`config.mk`:
```
export PLATFORM = sky130hd
export DESIGN_NAME = cylinder_point_counter_top
export DESIGN_NICKNAME = d
export VERILOG_FILES = /design/src/rtl/core/cpc_pkg.sv /design/src/rtl/core/cylinder_point_counter_top.sv
export SDC_FILE = /design/constraint.sdc
export NUM_CORES = 2
export LEC_CHECK = 0
export BUFFER_PORTS_ARGS = -buffer_cell sky130_fd_sc_hd__buf_2
export CORE_ASPECT_RATIO = 0.8
export CORE_MARGIN = 4
export CORE_UTILIZATION = 39
export DETAILED_ROUTE_END_ITERATION = 8
export REMOVE_ABC_BUFFERS = 1
export SLEW_MARGIN = 5
export SYNTH_ARGS = -nofsm -noshare
export SYNTH_HDL_FRONTEND = slang
export SYNTH_SLANG_ARGS = --single-unit
```
`constraint.sdc`:
```
create_clock -name clk -period 16.5 [get_ports clk]
set_input_delay 0.825 -clock clk [delete_from_list [all_inputs] [get_ports clk]]
set_output_delay 0.825 -clock clk [all_outputs]
set_load 0.02 [all_outputs]
```
`src/rtl/core/cpc_pkg.sv`:
```
// shared constants for the cylinder point counter
// codes for operations, registers, end modes and the arithmetic sequence
// no dependencies
`default_nettype none

package cpc_pkg;

  // input operation codes
  localparam logic OP_START = 1'b0;
  localparam logic OP_POINT = 1'b1;

  // configuration register indexes
  localparam logic [1:0] REG_RADIUS   = 2'd0;
  localparam logic [1:0] REG_AXIS     = 2'd1;
  localparam logic [1:0] REG_MIN_PTS  = 2'd2;
  localparam logic [1:0] REG_END_MODE = 2'd3;

  localparam int CFG_BITS = 24;

  // register reset values
  localparam logic [23:0] RADIUS_RST  = 24'd1280;
  localparam logic [23:0] AXIS_RST    = 24'd12800;
  localparam logic [15:0] MIN_PTS_RST = 16'd10;

  // end modes
  localparam logic [1:0] MODE_BOT_YZ    = 2'd0;
  localparam logic [1:0] MODE_BOT_YZ_XZ = 2'd1;
  localparam logic [1:0] MODE_TOP_YZ_XZ = 2'd2;
  localparam logic [1:0] MODE_NONE      = 2'd3;

  // multiplier digit width
  localparam int DIGIT_BITS = 16;

  // arithmetic sequence, one multiply each
  localparam logic [3:0] SEQ_R2 = 4'd0;   // radius squared
  localparam logic [3:0] SEQ_A2 = 4'd1;   // axis squared
  localparam logic [3:0] SEQ_L0 = 4'd2;   // len2 = da*da
  localparam logic [3:0] SEQ_L1 = 4'd3;   // len2 += dz*dz
  localparam logic [3:0] SEQ_D0 = 4'd4;   // dot = wa*da
  localparam logic [3:0] SEQ_D1 = 4'd5;   // dot += wz*dz
  localparam logic [3:0] SEQ_C0 = 4'd6;   // crs = wa*dz
  localparam logic [3:0] SEQ_C1 = 4'd7;   // crs -= wz*da
  localparam logic [3:0] SEQ_QC = 4'd8;   // crs squared
  localparam logic [3:0] SEQ_CR = 4'd9;   // r2*len2, radius test
  localparam logic [3:0] SEQ_QD = 4'd10;  // dot squared
  localparam logic [3:0] SEQ_CA = 4'd11;  // a2*len2, axis test

endpackage

`default_nettype wire

```
`src/rtl/core/cylinder_point_counter_top.sv`:
```
// cylinder point counter, top level
// one shared digit-serial multiplier under a small sequencer
// depends on cpc_pkg
`default_nettype none

// A start transaction (tuser low) loads the track end point E from the point
// fields and the direction E - R from the reference fields, clears the count
// and gives no result. Each space point transaction (tuser high) is tested
// against the cylinder around the track line in the YZ plane, and in the XZ
// plane too for end modes one and two, using exact squared distances: with
// w = P - E and d = E - R, L = |d|^2, a point is inside when cross(w,d)^2 <
// radius^2 * L and dot(w,d)^2 < axis^2 * L, L is nonzero, and P lies on the
// required side of E in Y. The space point with tlast high returns the
// count (saturating) in tdata and the bad flag (count > min_points) in tuser.
// All products go through one multiplier that takes OPW x 16 bits a cycle;
// a multiply works through NDIG digits and then a combine step, with
// NDIG = ceil(OPW/16) and OPW = max(2*COORD_BITS+2, 48). A space point runs
// 12 multiplies for one plane or 22 for two, with NDIG = 4 at the defaults;
// mode three and start items run no multiply. The input is not ready while
// a point is worked on; a finished result waits in the output register
// while the next input is taken.
module cylinder_point_counter_top #(
  parameter int COORD_BITS = 24,
  parameter int COUNT_BITS = 16
) (
  input  wire logic                           clk,
  input  wire logic                           rst,
  // configuration write port
  input  wire logic                           cfg_wr_en,
  input  wire logic [1:0]                     cfg_addr,
  input  wire logic [cpc_pkg::CFG_BITS-1:0]   cfg_wdata,
  // input stream
  input  wire logic                           s_tvalid,
  output logic                                s_tready,
  // point_x, point_y, point_z, ref_x, ref_y, ref_z
  input  wire logic [((6*COORD_BITS+7)/8)*8-1:0] s_tdata,
  // operation
  input  wire logic                           s_tuser,
  // last_point
  input  wire logic                           s_tlast,
  // result stream
  output logic                                m_tvalid,
  input  wire logic                           m_tready,
  // point_count
  output logic [((COUNT_BITS+7)/8)*8-1:0]     m_tdata,
  // bad_track
  output logic                                m_tuser
);

  localparam int C     = COORD_BITS;
  localparam int OPW   = (2*C+2 > 48) ? 2*C+2 : 48;
  localparam int DW    = cpc_pkg::DIGIT_BITS;
  localparam int NDIG  = (OPW + DW - 1) / DW;
  localparam int BPW   = NDIG * DW;
  localparam int DGW   = $clog2(NDIG);
  localparam int OUTW  = ((COUNT_BITS+7)/8)*8;

  localparam logic [1:0] ST_IDLE = 2'd0;
  localparam logic [1:0] ST_MUL  = 2'd1;
  localparam logic [1:0] ST_COMB = 2'd2;
  localparam logic [1:0] ST_DONE = 2'd3;

  // configuration registers
  logic [23:0] radius_limit;
  logic [23:0] axis_limit;
  logic [15:0] min_points;
  logic [1:0]  end_mode;

  // track line and count
  logic signed [C-1:0] end_point [3];
  logic signed [C:0]   direction [3];
  logic [COUNT_BITS-1:0] inside_count;

  // current point
  logic signed [C-1:0] pt [3];
  logic                last_reg;

  // sequencer
  logic [1:0]     state;
  logic [3:0]     seq;
  logic           plane;
  logic [DGW-1:0] dig;
  logic           ok;

  // arithmetic registers
  logic [2*OPW-1:0]      acc;
  logic [OPW-1:0]        len2;
  logic [OPW-1:0]        r2;
  logic [OPW-1:0]        a2;
  logic signed [OPW:0]   dot;
  logic signed [OPW:0]   crs;
  logic [2*OPW-1:0]      sq;

  // input fields
  logic signed [C-1:0] in_pt  [3];
  logic signed [C-1:0] in_ref [3];

  always_comb begin
    for (int i = 0; i < 3; i++) begin
      in_pt[i]  = s_tdata[i*C +: C];
      in_ref[i] = s_tdata[(i+3)*C +: C];
    end
  end

  // per-plane operands
  logic signed [C:0] wa, wz, da, dz;
  always_comb begin
    wa = (C+1)'(pt[plane ? 0 : 1]) - (C+1)'(end_point[plane ? 0 : 1]);
    wz = (C+1)'(pt[2]) - (C+1)'(end_point[2]);
    da = direction[plane ? 0 : 1];
    dz = direction[2];
  end

  function automatic logic [OPW-1:0] mag_of(input logic signed [OPW:0] v);
    logic signed [OPW:0] n;
    n = -v;
    return v[OPW] ? n[OPW-1:0] : v[OPW-1:0];
  endfunction

  // operand select for the shared multiplier
  logic signed [OPW:0] op_a_s, op_b_s;
  logic                op_neg;
  always_comb begin
    op_neg = 1'b0;
    case (seq)
      cpc_pkg::SEQ_R2: begin
        op_a_s = (OPW+1)'(radius_limit);
        op_b_s = (OPW+1)'(radius_limit);
      end
      cpc_pkg::SEQ_A2: begin
        op_a_s = (OPW+1)'(axis_limit);
        op_b_s = (OPW+1)'(axis_limit);
      end
      cpc_pkg::SEQ_L0: begin
        op_a_s = (OPW+1)'(da);
        op_b_s = (OPW+1)'(da);
      end
      cpc_pkg::SEQ_L1: begin
        op_a_s = (OPW+1)'(dz);
        op_b_s = (OPW+1)'(dz);
      end
      cpc_pkg::SEQ_D0: begin
        op_a_s = (OPW+1)'(wa);
        op_b_s = (OPW+1)'(da);
      end
      cpc_pkg::SEQ_D1: begin
        op_a_s = (OPW+1)'(wz);
        op_b_s = (OPW+1)'(dz);
      end
      cpc_pkg::SEQ_C0: begin
        op_a_s = (OPW+1)'(wa);
        op_b_s = (OPW+1)'(dz);
      end
      cpc_pkg::SEQ_C1: begin
        op_a_s = (OPW+1)'(wz);
        op_b_s = (OPW+1)'(da);
        op_neg = 1'b1;
      end
      cpc_pkg::SEQ_QC: begin
        op_a_s = crs;
        op_b_s = crs;
      end
      cpc_pkg::SEQ_CR: begin
        op_a_s = (OPW+1)'(r2);
        op_b_s = (OPW+1)'(len2);
      end
      cpc_pkg::SEQ_QD: begin
        op_a_s = dot;
        op_b_s = dot;
      end
      cpc_pkg::SEQ_CA: begin
        op_a_s = (OPW+1)'(a2);
        op_b_s = (OPW+1)'(len2);
      end
      default: begin
        op_a_s = '0;
        op_b_s = '0;
      end
    endcase
  end

  logic [OPW-1:0]    op_a;
  logic [BPW-1:0]    op_b;
  logic              prod_neg;
  logic [DW-1:0]     digit;
  logic [OPW+DW-1:0] part;
  logic [2*OPW-1:0]  acc_next;

  assign op_a     = mag_of(op_a_s);
  assign op_b     = BPW'(mag_of(op_b_s));
  assign prod_neg = op_a_s[OPW] ^ op_b_s[OPW] ^ op_neg;
  assign digit    = op_b[dig*DW +: DW];
  // one digit a cycle, most significant first
  assign part     = (OPW+DW)'(op_a) * (OPW+DW)'(digit);
  assign acc_next = (acc << DW) + (2*OPW)'(part);

  // signed product for the accumulate steps
  logic signed [OPW:0] sprod;
  assign sprod = prod_neg ? -(OPW+1)'(acc) : (OPW+1)'(acc);

  logic two_planes;
  assign two_planes = (end_mode == cpc_pkg::MODE_BOT_YZ_XZ) ||
                      (end_mode == cpc_pkg::MODE_TOP_YZ_XZ);

  // side test on the incoming point
  logic side_ok;
  assign side_ok = (end_mode == cpc_pkg::MODE_TOP_YZ_XZ) ? (end_point[1] < in_pt[1])
                                                         : (end_point[1] > in_pt[1]);

  // count update at the end of a point
  logic [COUNT_BITS-1:0] count_new;
  logic                  out_free;
  assign count_new = (ok && (inside_count != '1)) ? inside_count + 1'b1 : inside_count;
  assign out_free  = !m_tvalid || m_tready;

  assign s_tready = (state == ST_IDLE);

  logic in_acc;
  assign in_acc = s_tvalid && s_tready;

  // configuration
  always_ff @(posedge clk) begin
    if (rst) begin
      radius_limit <= cpc_pkg::RADIUS_RST;
      axis_limit   <= cpc_pkg::AXIS_RST;
      min_points   <= cpc_pkg::MIN_PTS_RST;
      end_mode     <= cpc_pkg::MODE_BOT_YZ;
    end else if (cfg_wr_en) begin
      case (cfg_addr)
        cpc_pkg::REG_RADIUS:   radius_limit <= cfg_wdata[23:0];
        cpc_pkg::REG_AXIS:     axis_limit   <= cfg_wdata[23:0];
        cpc_pkg::REG_MIN_PTS:  min_points   <= cfg_wdata[15:0];
        cpc_pkg::REG_END_MODE: end_mode     <= cfg_wdata[1:0];
        default: ;
      endcase
    end
  end

  // sequencer and track state
  always_ff @(posedge clk) begin
    if (rst) begin
      state        <= ST_IDLE;
      seq          <= cpc_pkg::SEQ_R2;
      plane        <= 1'b0;
      dig          <= '0;
      ok           <= 1'b0;
      inside_count <= '0;
      m_tvalid     <= 1'b0;
      for (int i = 0; i < 3; i++) begin
        end_point[i] <= '0;
        direction[i] <= '0;
      end
    end else begin
      // a new result loaded this cycle keeps valid high
      if (m_tvalid && m_tready && !((state == ST_DONE) && last_reg)) begin
        m_tvalid <= 1'b0;
      end
      case (state)
        ST_IDLE: begin
          if (in_acc) begin
            if (s_tuser == cpc_pkg::OP_START) begin
              for (int i = 0; i < 3; i++) begin
                end_point[i] <= in_pt[i];
                direction[i] <= (C+1)'(in_pt[i]) - (C+1)'(in_ref[i]);
              end
              inside_count <= '0;
            end else begin
              for (int i = 0; i < 3; i++) begin
                pt[i] <= in_pt[i];
              end
              last_reg <= s_tlast;
              plane    <= 1'b0;
              seq      <= cpc_pkg::SEQ_R2;
              dig      <= DGW'(NDIG-1);
              acc      <= '0;
              if (end_mode == cpc_pkg::MODE_NONE) begin
                ok    <= 1'b0;
                state <= ST_DONE;
              end else begin
                ok    <= side_ok;
                state <= ST_MUL;
              end
            end
          end
        end
        ST_MUL: begin
          acc <= acc_next;
          dig <= dig - 1'b1;
          if (dig == '0) begin
            state <= ST_COMB;
          end
        end
        ST_COMB: begin
          case (seq)
            cpc_pkg::SEQ_R2: r2   <= acc[OPW-1:0];
            cpc_pkg::SEQ_A2: a2   <= acc[OPW-1:0];
            cpc_pkg::SEQ_L0: len2 <= acc[OPW-1:0];
            cpc_pkg::SEQ_L1: len2 <= len2 + acc[OPW-1:0];
            cpc_pkg::SEQ_D0: dot  <= sprod;
            cpc_pkg::SEQ_D1: dot  <= dot + sprod;
            cpc_pkg::SEQ_C0: crs  <= sprod;
            cpc_pkg::SEQ_C1: crs  <= crs + sprod;
            cpc_pkg::SEQ_QC: sq   <= acc;
            cpc_pkg::SEQ_CR: ok   <= ok && (len2 != '0) && (sq < acc);
            cpc_pkg::SEQ_QD: sq   <= acc;
            cpc_pkg::SEQ_CA: ok   <= ok && (sq < acc);
            default: ;
          endcase
          acc <= '0;
          dig <= DGW'(NDIG-1);
          if (seq == cpc_pkg::SEQ_CA) begin
            if (!plane && two_planes) begin
              plane <= 1'b1;
              seq   <= cpc_pkg::SEQ_L0;
              state <= ST_MUL;
            end else begin
              state <= ST_DONE;
            end
          end else begin
            seq   <= seq + 1'b1;
            state <= ST_MUL;
          end
        end
        ST_DONE: begin
          if (!last_reg) begin
            inside_count <= count_new;
            state        <= ST_IDLE;
          end else if (out_free) begin
            // result goes out, count restarts
            m_tvalid     <= 1'b1;
            m_tdata      <= OUTW'(count_new);
            m_tuser      <= 32'(count_new) > 32'(min_points);
            inside_count <= '0;
            state        <= ST_IDLE;
          end
        end
        default: state <= ST_IDLE;
      endcase
    end
  end

  // a result appears only from the end of a last point
  assert property (@(posedge clk) disable iff (rst)
    $rose(m_tvalid) |-> ($past(state) == ST_DONE) && $past(last_reg))
    else $error("result without a last point");

  // a zero-length projected direction never counts
  assert property (@(posedge clk) disable iff (rst)
    (state == ST_COMB) && (seq == cpc_pkg::SEQ_CR) && (len2 == '0) |=> !ok)
    else $error("degenerate line counted");

  // a start transaction clears the count
  assert property (@(posedge clk) disable iff (rst)
    in_acc && (s_tuser == cpc_pkg::OP_START) |=> (inside_count == '0))
    else $error("count not cleared on start");

endmodule

`default_nettype wire
```
# Word-level counts from Yosys, hierarchy flattened
# Memories as Yosys holds them, arrays and structs flattened.
# Cells that the tools add are included.
[op_classes]
n_addsub = 15
n_mul = 1
order_cmp = 4
n_eq_ne = 30
shifts = 1
mux = 69
n_bitwise = 9
n_reduce_logical = 50
[ops]
columns = ["operator", "n"]
rows = [
  ["51-bit case mux with 10 select lines", 1],
  ["51-bit case mux with 7 select lines", 1],
  ["100-bit case mux with 3 select lines", 1],
  ["51-bit case mux with 2 select lines", 2],
  ["100-bit 2-to-1 mux", 2],
  ["24-bit by 24-bit subtractor with 25-bit output", 5],
  ["51-bit adder", 2],
  ["100-bit by 66-bit adder with 100-bit output", 1],
  ["100-bit < comparator", 1],
  ["50-bit 2-to-1 mux", 2],
  ["50-bit negator", 2],
  ["50-bit case mux with 2 select lines", 1],
  ["16-bit 2-to-1 mux", 5],
  ["25-bit 2-to-1 mux", 3],
  ["24-bit 2-to-1 mux", 3],
  ["50-bit by 16-bit multiplier with 66-bit output", 1],
  ["64-bit by 7-bit variable part select with 16-bit output", 1],
  ["51-bit 2-to-1 mux", 1],
  ["51-bit negator", 1],
  ["50-bit adder", 1],
  ["50-bit nonzero test", 1],
  ["16-bit case mux with 2 select lines", 1],
  ["4-bit AND reduction", 7],
  ["1-bit 2-to-1 mux", 26],
  ["37 further kinds", 107],
]
[word_totals]
ff_bits = 563
ram_bits = 219
inputBits = 177
output_inout_bits = 19
wordCells = 203
n_memories = 3
[memory_table]
columns = ["name", "depth", "word_bits", "rd", "rd_clocked_by_memory_dff", "write_ports", "line", "rtl"]
rows = [
  ["direction", 3, 25, 2, 0, 3, "cylinder_point_counter_top.sv:71", "logic signed [C:0] direction [3];"],
  ["end_point", 3, 24, 3, 0, 3, "cylinder_point_counter_top.sv:70", "logic signed [C-1:0] end_point [3];"],
  ["pt", 3, 24, 2, 0, 3, "cylinder_point_counter_top.sv:75", "logic signed [C-1:0] pt [3];"],
]

# Longest topological paths before layout
[depth]
word_depth = 9
mapped_depth = 51
mapped_depth_nobuf = 41

# Worst setup path before layout
# OpenSTA, ideal clock, no wires.
[synth_path]
path_kind = "register to register"
startpoint = "register plane"
endpoint = "register acc[79], data pin"
setup_ns = 0.274
arrival_time_ns = 11.520
required_ns = 16.226
setup_slack_ns = 4.706
stages_incl_launch_ff = 45
n_path_buf = 8
period_less_slack_ns = 11.794
cell_sequence = "dfxtp_1 buf_2 buf_6 buf_4 buf_2 buf_1 mux2_2 ha_1 nor2b_1 o31a_1 o41a_1 o21ai_4 o21ai_2 a311o_1 xor2_1 a221o_1 or4_1 buf_4 [... 9 more ...] fa_1 fa_1 inv_1 fa_1 ha_1 clkbuf_1 nand4_1 nor2_1 nand3_1 o221ai_1 nor2_1 o21ai_0 and4_1 o211ai_1 a211oi_1 o211ai_1 a2111oi_0 mux2i_1"
[synth_via]
elab_chain_len = 9
elab_cells_between_ends = 15
classes_between = "4 x add/sub; 1 x mul; 1 x shift; 6 x mux; 3 x memory"
[synth_rtl]
columns = ["element", "line", "rtl"]
rows = [
  ["from (decl)", "cylinder_point_counter_top.sv:81", "logic plane;"],
  ["from (signal assigned)", "cylinder_point_counter_top.sv:244", "plane <= 1'b0;"],
  ["from (signal assigned)", "cylinder_point_counter_top.sv:272", "plane <= 1'b0;"],
  ["from (signal assigned)", "cylinder_point_counter_top.sv:313", "plane <= 1'b1;"],
  ["1-bit 2-to-1 mux (*)", "cylinder_point_counter_top.sv:108, cylinder_point_counter_top.sv:110", ""],
  ["memory read 3 x 24 bit, or another cell as far along", "n/a", ""],
  ["24-bit by 24-bit subtractor with 25-bit output or 51-bit case mux with 7 select lines (tied branches)", "cylinder_point_counter_top.sv:108, cylinder_point_counter_top.sv:125", ""],
  ["51-bit case mux with 10 select lines or 50-bit negator (tied branches)", "cylinder_point_counter_top.sv:125, cylinder_point_counter_top.sv:116", ""],
  ["50-bit negator or 50-bit 2-to-1 mux (tied branches)", "cylinder_point_counter_top.sv:116, cylinder_point_counter_top.sv:117", ""],
  ["50-bit 2-to-1 mux or 64-bit by 7-bit variable part select with 16-bit output (tied branches)", "cylinder_point_counter_top.sv:117, cylinder_point_counter_top.sv:192", ""],
  ["50-bit by 16-bit multiplier with 66-bit output (*)", "cylinder_point_counter_top.sv:194", "assign part = (OPW+DW)'(op_a) * (OPW+DW)'(digit);"],
  ["100-bit by 66-bit adder with 100-bit output (*)", "cylinder_point_counter_top.sv:195", "assign acc_next = (acc << DW) + (2*OPW)'(part);"],
  ["100-bit case mux with 3 select lines (*)", "cylinder_point_counter_top.sv:258", "case (state)"],
  ["to (signal assigned)", "cylinder_point_counter_top.sv:287", "acc <= acc_next;"],
  ["to (decl)", "cylinder_point_counter_top.sv:86", "logic [2*OPW-1:0] acc;"],
]
# Every way passes the cells marked *; elsewhere a longest branch is shown, timed or not.
# A chain may end at the register's enable or synchronous reset.

# Worst setup path after layout
[layout_path]
startpoint = "register seq[0]"
endpoint = "register acc[84], data pin"
[layout_via]
elab_chain_len = 9
elab_cells_between_ends = 27
classes_between = "3 x add/sub; 1 x mul; 11 x eq/ne; 1 x shift; 5 x mux; 6 x reduce/logical"
[layout_rtl]
columns = ["element", "line", "rtl"]
rows = [
  ["from (decl)", "cylinder_point_counter_top.sv:80", "logic [3:0] seq;"],
  ["from (signal assigned)", "cylinder_point_counter_top.sv:243", "seq <= cpc_pkg::SEQ_R2;"],
  ["from (signal assigned)", "cylinder_point_counter_top.sv:273", "seq <= cpc_pkg::SEQ_R2;"],
  ["from (signal assigned)", "cylinder_point_counter_top.sv:314", "seq <= cpc_pkg::SEQ_L0;"],
  ["4-bit by 3-bit equality test with 1-bit output, or another cell as far along", "cylinder_point_counter_top.sv:125", "case (seq)"],
  ["3-bit OR reduction (no source line) or 2-bit OR reduction (tied branches)", "n/a", ""],
  ["51-bit case mux with 7 select lines", "cylinder_point_counter_top.sv:125", ""],
  ["50-bit negator", "cylinder_point_counter_top.sv:116", "n = -v;"],
  ["50-bit 2-to-1 mux", "cylinder_point_counter_top.sv:117", "return v[OPW] ? n[OPW-1:0] : v[OPW-1:0];"],
  ["64-bit by 7-bit variable part select with 16-bit output", "cylinder_point_counter_top.sv:192", "assign digit = op_b[dig*DW +: DW];"],
  ["50-bit by 16-bit multiplier with 66-bit output (*)", "cylinder_point_counter_top.sv:194", ""],
  ["100-bit by 66-bit adder with 100-bit output (*)", "cylinder_point_counter_top.sv:195", ""],
  ["100-bit case mux with 3 select lines (*)", "cylinder_point_counter_top.sv:258", ""],
]
# Marks and branches as above.

==> run_results.csv <==
group,metric,value,unit
die,die_area,216000,sq um
sta,hold_viol,0,
placed_design,portBuffers,195,
die,io_pins,196,
sta,max_slew.worst_pin.slew,1.41,ns
logic_synthesis,synth.area.mux_share,1.58,%
finish,drive_gt1_share,7.68,%
pwr,pwr-share-comb,27.5,%
logic_synthesis,synth_ff_type,"edfxtp_1",
critical_path,max_stage_delay,0.88,ns
detailed_routing,drc,0,
clock_tree,clk_latency,0.73,ns
sta,final-setup-viol-count,0,
sta,maxSlewViolCount,0,
detailed_routing,post_drt_wl_per_cell,25.5,um
global_routing,grt_use_total,27.1,%
critical_path,r2r-end,"acc[84]",
clock_tree,numCtsBuffers,90,
logic_synthesis,syn_inst,8828,
logic_synthesis,netlist_area,81200,sq um
finish,fin_cells,11673,
logic_synthesis,synth.avg_cell_area,9.20,sq um
clock_tree,clock_sinks,782,
sta,fin_crit_sh,86.0,%
logic_synthesis,synth_top_family_by_area,"adder cells",
finish,final_nets,10356,
critical_path,arrival,14.62,ns
critical_path,crit_fanout,28,
detailed_routing,routed_wl,298,mm
critical_path,slowest_stage,"o21ai_0",
logic_synthesis,ys_seq_area_share,27.8,%
finish,top_regs,"acc x100, sq x100, direction x75",
critical_path,reg2reg_depth,40,
logic_synthesis,synth_top_cell_by_area,"edfxtp_1",
detailed_routing,ant_nets,0,
clock_tree,postCtsHoldBufs,0,
global_routing,grt_max_degree,86,
clock_tree,post-cts-setup-buffers,0,
critical_path,endpoint_kind,"flip-flop",
clock_tree,cts.repair.resized,0,
sta,slew_headroom,5.54,%
detailed_routing,vias,68491,
pwr,pwr_density_cell,68.3,nW/um^2
job,max_cap_viol_count,0,
critical_path,r2r_start,"seq[0]",
placed_design,place_ws,2.72,ns
placed_design,dp_cells,11504,
die,core-area,207000,sq um
clock_tree,htree_levels,3,
pwr,internal-power,3.96,mW
die,fp.dieH,416,um
logic_synthesis,synthTopCellsByArea,"edfxtp_1 (25%), fa_1 (18%), ha_1 (8.8%)",
sta,rsz0062_at_grt,"no",
detailed_routing,drtIter0Drc,8772,
logic_synthesis,synth.distinct_cells,116,
pwr,power,6.03,mW
critical_path,crit_start,"seq[0]",
detailed_routing,drt_pass1_iterations,6,
logic_synthesis,synth-compound-area-share,15.7,%
sta,skew,0.0693,ns
finish,syn2layout_area_growth,8.75,%
logic_synthesis,synthAdderAreaFrac,26.8,%
sta,period_minus_slack,14.19,ns
clock_tree,clk_pin_slew_worst_paths,0.06,ns
critical_path,cp.required,16.93,ns
logic_synthesis,synth_warnings,0,
placed_design,hpwl,234,mm
detailed_routing,via_per_inst,5.87,
logic_synthesis,synthArstFlopShare,0,%
critical_path,reg2reg_slack,2.31,ns
logic_synthesis,synth_edf_count,689,
pwr,p_clk_share,34.4,%
global_routing,grt_pass1_vias,66481,
clock_tree,cts_root_buffer,"clkbuf_16",
logic_synthesis,synth_commonest_cells,"inv_1 (1202), nand2_1 (894), fa_1 (728), edfxtp_1 (689), nor2_1 (651)",
sta,layout_setup_ws,2.31,ns
placed_design,place_congestion,1.00,
logic_synthesis,yosys_register_bits,782,
critical_path,worst_setup_path_start_kind,"flip-flop",
status,outcome,"finished, final reports clean",
global_routing,grt_pass1_wl,442,mm
logic_synthesis,synthXorXnorAreaFrac,4.12,%
clock_tree,cts_tree,"done",
sta,tns,0,ns
pwr,p_sw_share,34.3,%
critical_path,crit_path_end,"acc[84]",
pwr,seqPwrFrac,38.1,%
die,rows,149,
hold_path,hold_depth,1,
logic_synthesis,synth.most_common_cell,"inv_1",
global_routing,antenna_found_initial,17,
die,initial_core_util,39.3,%
logic_synthesis,synth_top_area_share,25.5,%
logic_synthesis,yosys.area_share.simple,16.3,%
global_routing,grt_overflow,0,
critical_path,path_class,"flip-flop to flip-flop",
pwr,p_leak,38.1,nW
die,die-width,518,um
hold_path,hold_path_class,"input port to flip-flop",
sta,max_freq,0.0705,GHz
clock_tree,max-clock-path-buffers,3,
pwr,p_sw,2.07,mW
pwr,peakVddDrop,70.8,uV
-- per-stage QoR --
step | util, % | hold slack [ns] | instance area [sq um]
2_1_floorplan | - | 0.426 | 79400
3_3_place_gp | 41.3 | 0.438 | 85300
3_5_place_dp | 41.3 | 0.437 | 85300
4_1_cts | 42.7 | 0.261 | 88300
5_1_grt | 42.7 | 0.285 | 88300
6_report | 42.7 | 0.313 | 88300
-- how the worst min path moves through the flow --
stage	startpoint	endpoint	slack [ns]
after floorplan	acc[84]	sq[84]	0.43
after global placement	acc[92]	sq[92]	0.44
after detailed placement	acc[94]	sq[94]	0.44
after CTS	s_tlast	last_reg	0.26
after global routing	s_tlast	last_reg	0.29
final	s_tlast	last_reg	0.31
-- cells in the final DEF, fill, tap and decap left out, types with 23 or more instances in the layout --
master	instances
nor2b_1	110
xnor2_1	227
nor4_1	55
mux2i_1	88
ha_1	570
inv_1	1202
nand2b_1	103
nand3_1	168
a21oi_1	535
a22oi_1	84
a31oi_1	71
and3_1	93
nor2_1	646
mux2_2	36
nand4_1	93
xor2_1	149
dfxtp_1	91
edfxtp_1	689
or2_2	25
clkbuf_1	23
buf_2	194
o211ai_1	52
nor3_1	147
o21ai_0	300
a211oi_1	87
o21bai_1	48
a21o_1	237
a221oi_1	30
o31ai_1	51
o21a_1	70
nand3b_1	25
nand2_1	891
fa_1	728
clkbuf_16	92
o22ai_1	30
or3_1	42
and2_1	211
a21boi_0	27
buf_4	157
-- power by group through the flow --
stage	Clock [mW]	Combinational, mW	Sequential (mW)
global route	2.18	1.81	2.30
floorplan	0	1.04	2.31
global placement	0	1.59	2.34
finish	2.07	1.66	2.30
detailed placement	0	1.61	2.34
CTS	2.10	1.62	2.30
-- worst max-delay path, delay by kind of cell (launching register included) --
| family | cells | cell delay, ns |
|---|---|---|
| AOI/OAI and AO/OA | 15 | 4.93 |
| DFF | 1 | 0.38 |
| adders and majority gates | 8 | 3.82 |
| xor gates and xnor gates | 1 | 0.17 |
| and+or+nand+nor | 6 | 2.19 |
| buffers and inverters | 10 | 2.29 |
-- cell type report --
class / count / area (sq um)
fillers: 20098 / 118000
multi-input cells: 6447 / 52700
flip-flops and latches: 782 / 22600
inverters: 1205 / 4520
well taps: 2718 / 3400
clock buffers: 119 / 2440
repair buffers: 352 / 2170
clock inverters: 45 / 528
diodes: 5 / 12.5
-- cell families (layout without fill, tap and decap cells) --
group,after synthesis,after routing
and+or+nand+nor,2743,2743
AOI/OAI and AO/OA,1897,1897
buffers and inverters,1599,1721
adders and majority gates,1301,1301
DFF,782,782
xor gates and xnor gates,382,382
muxes,124,124
other,0,5
-- metal layers --
metal  GRT usage [%]  share of wire, %
met5               0             0.014
met3            8.19                13
met2            37.1                39
met4            5.85               2.3
met1            41.3                46
No activity file was read; power rests on OpenSTA's default activity.
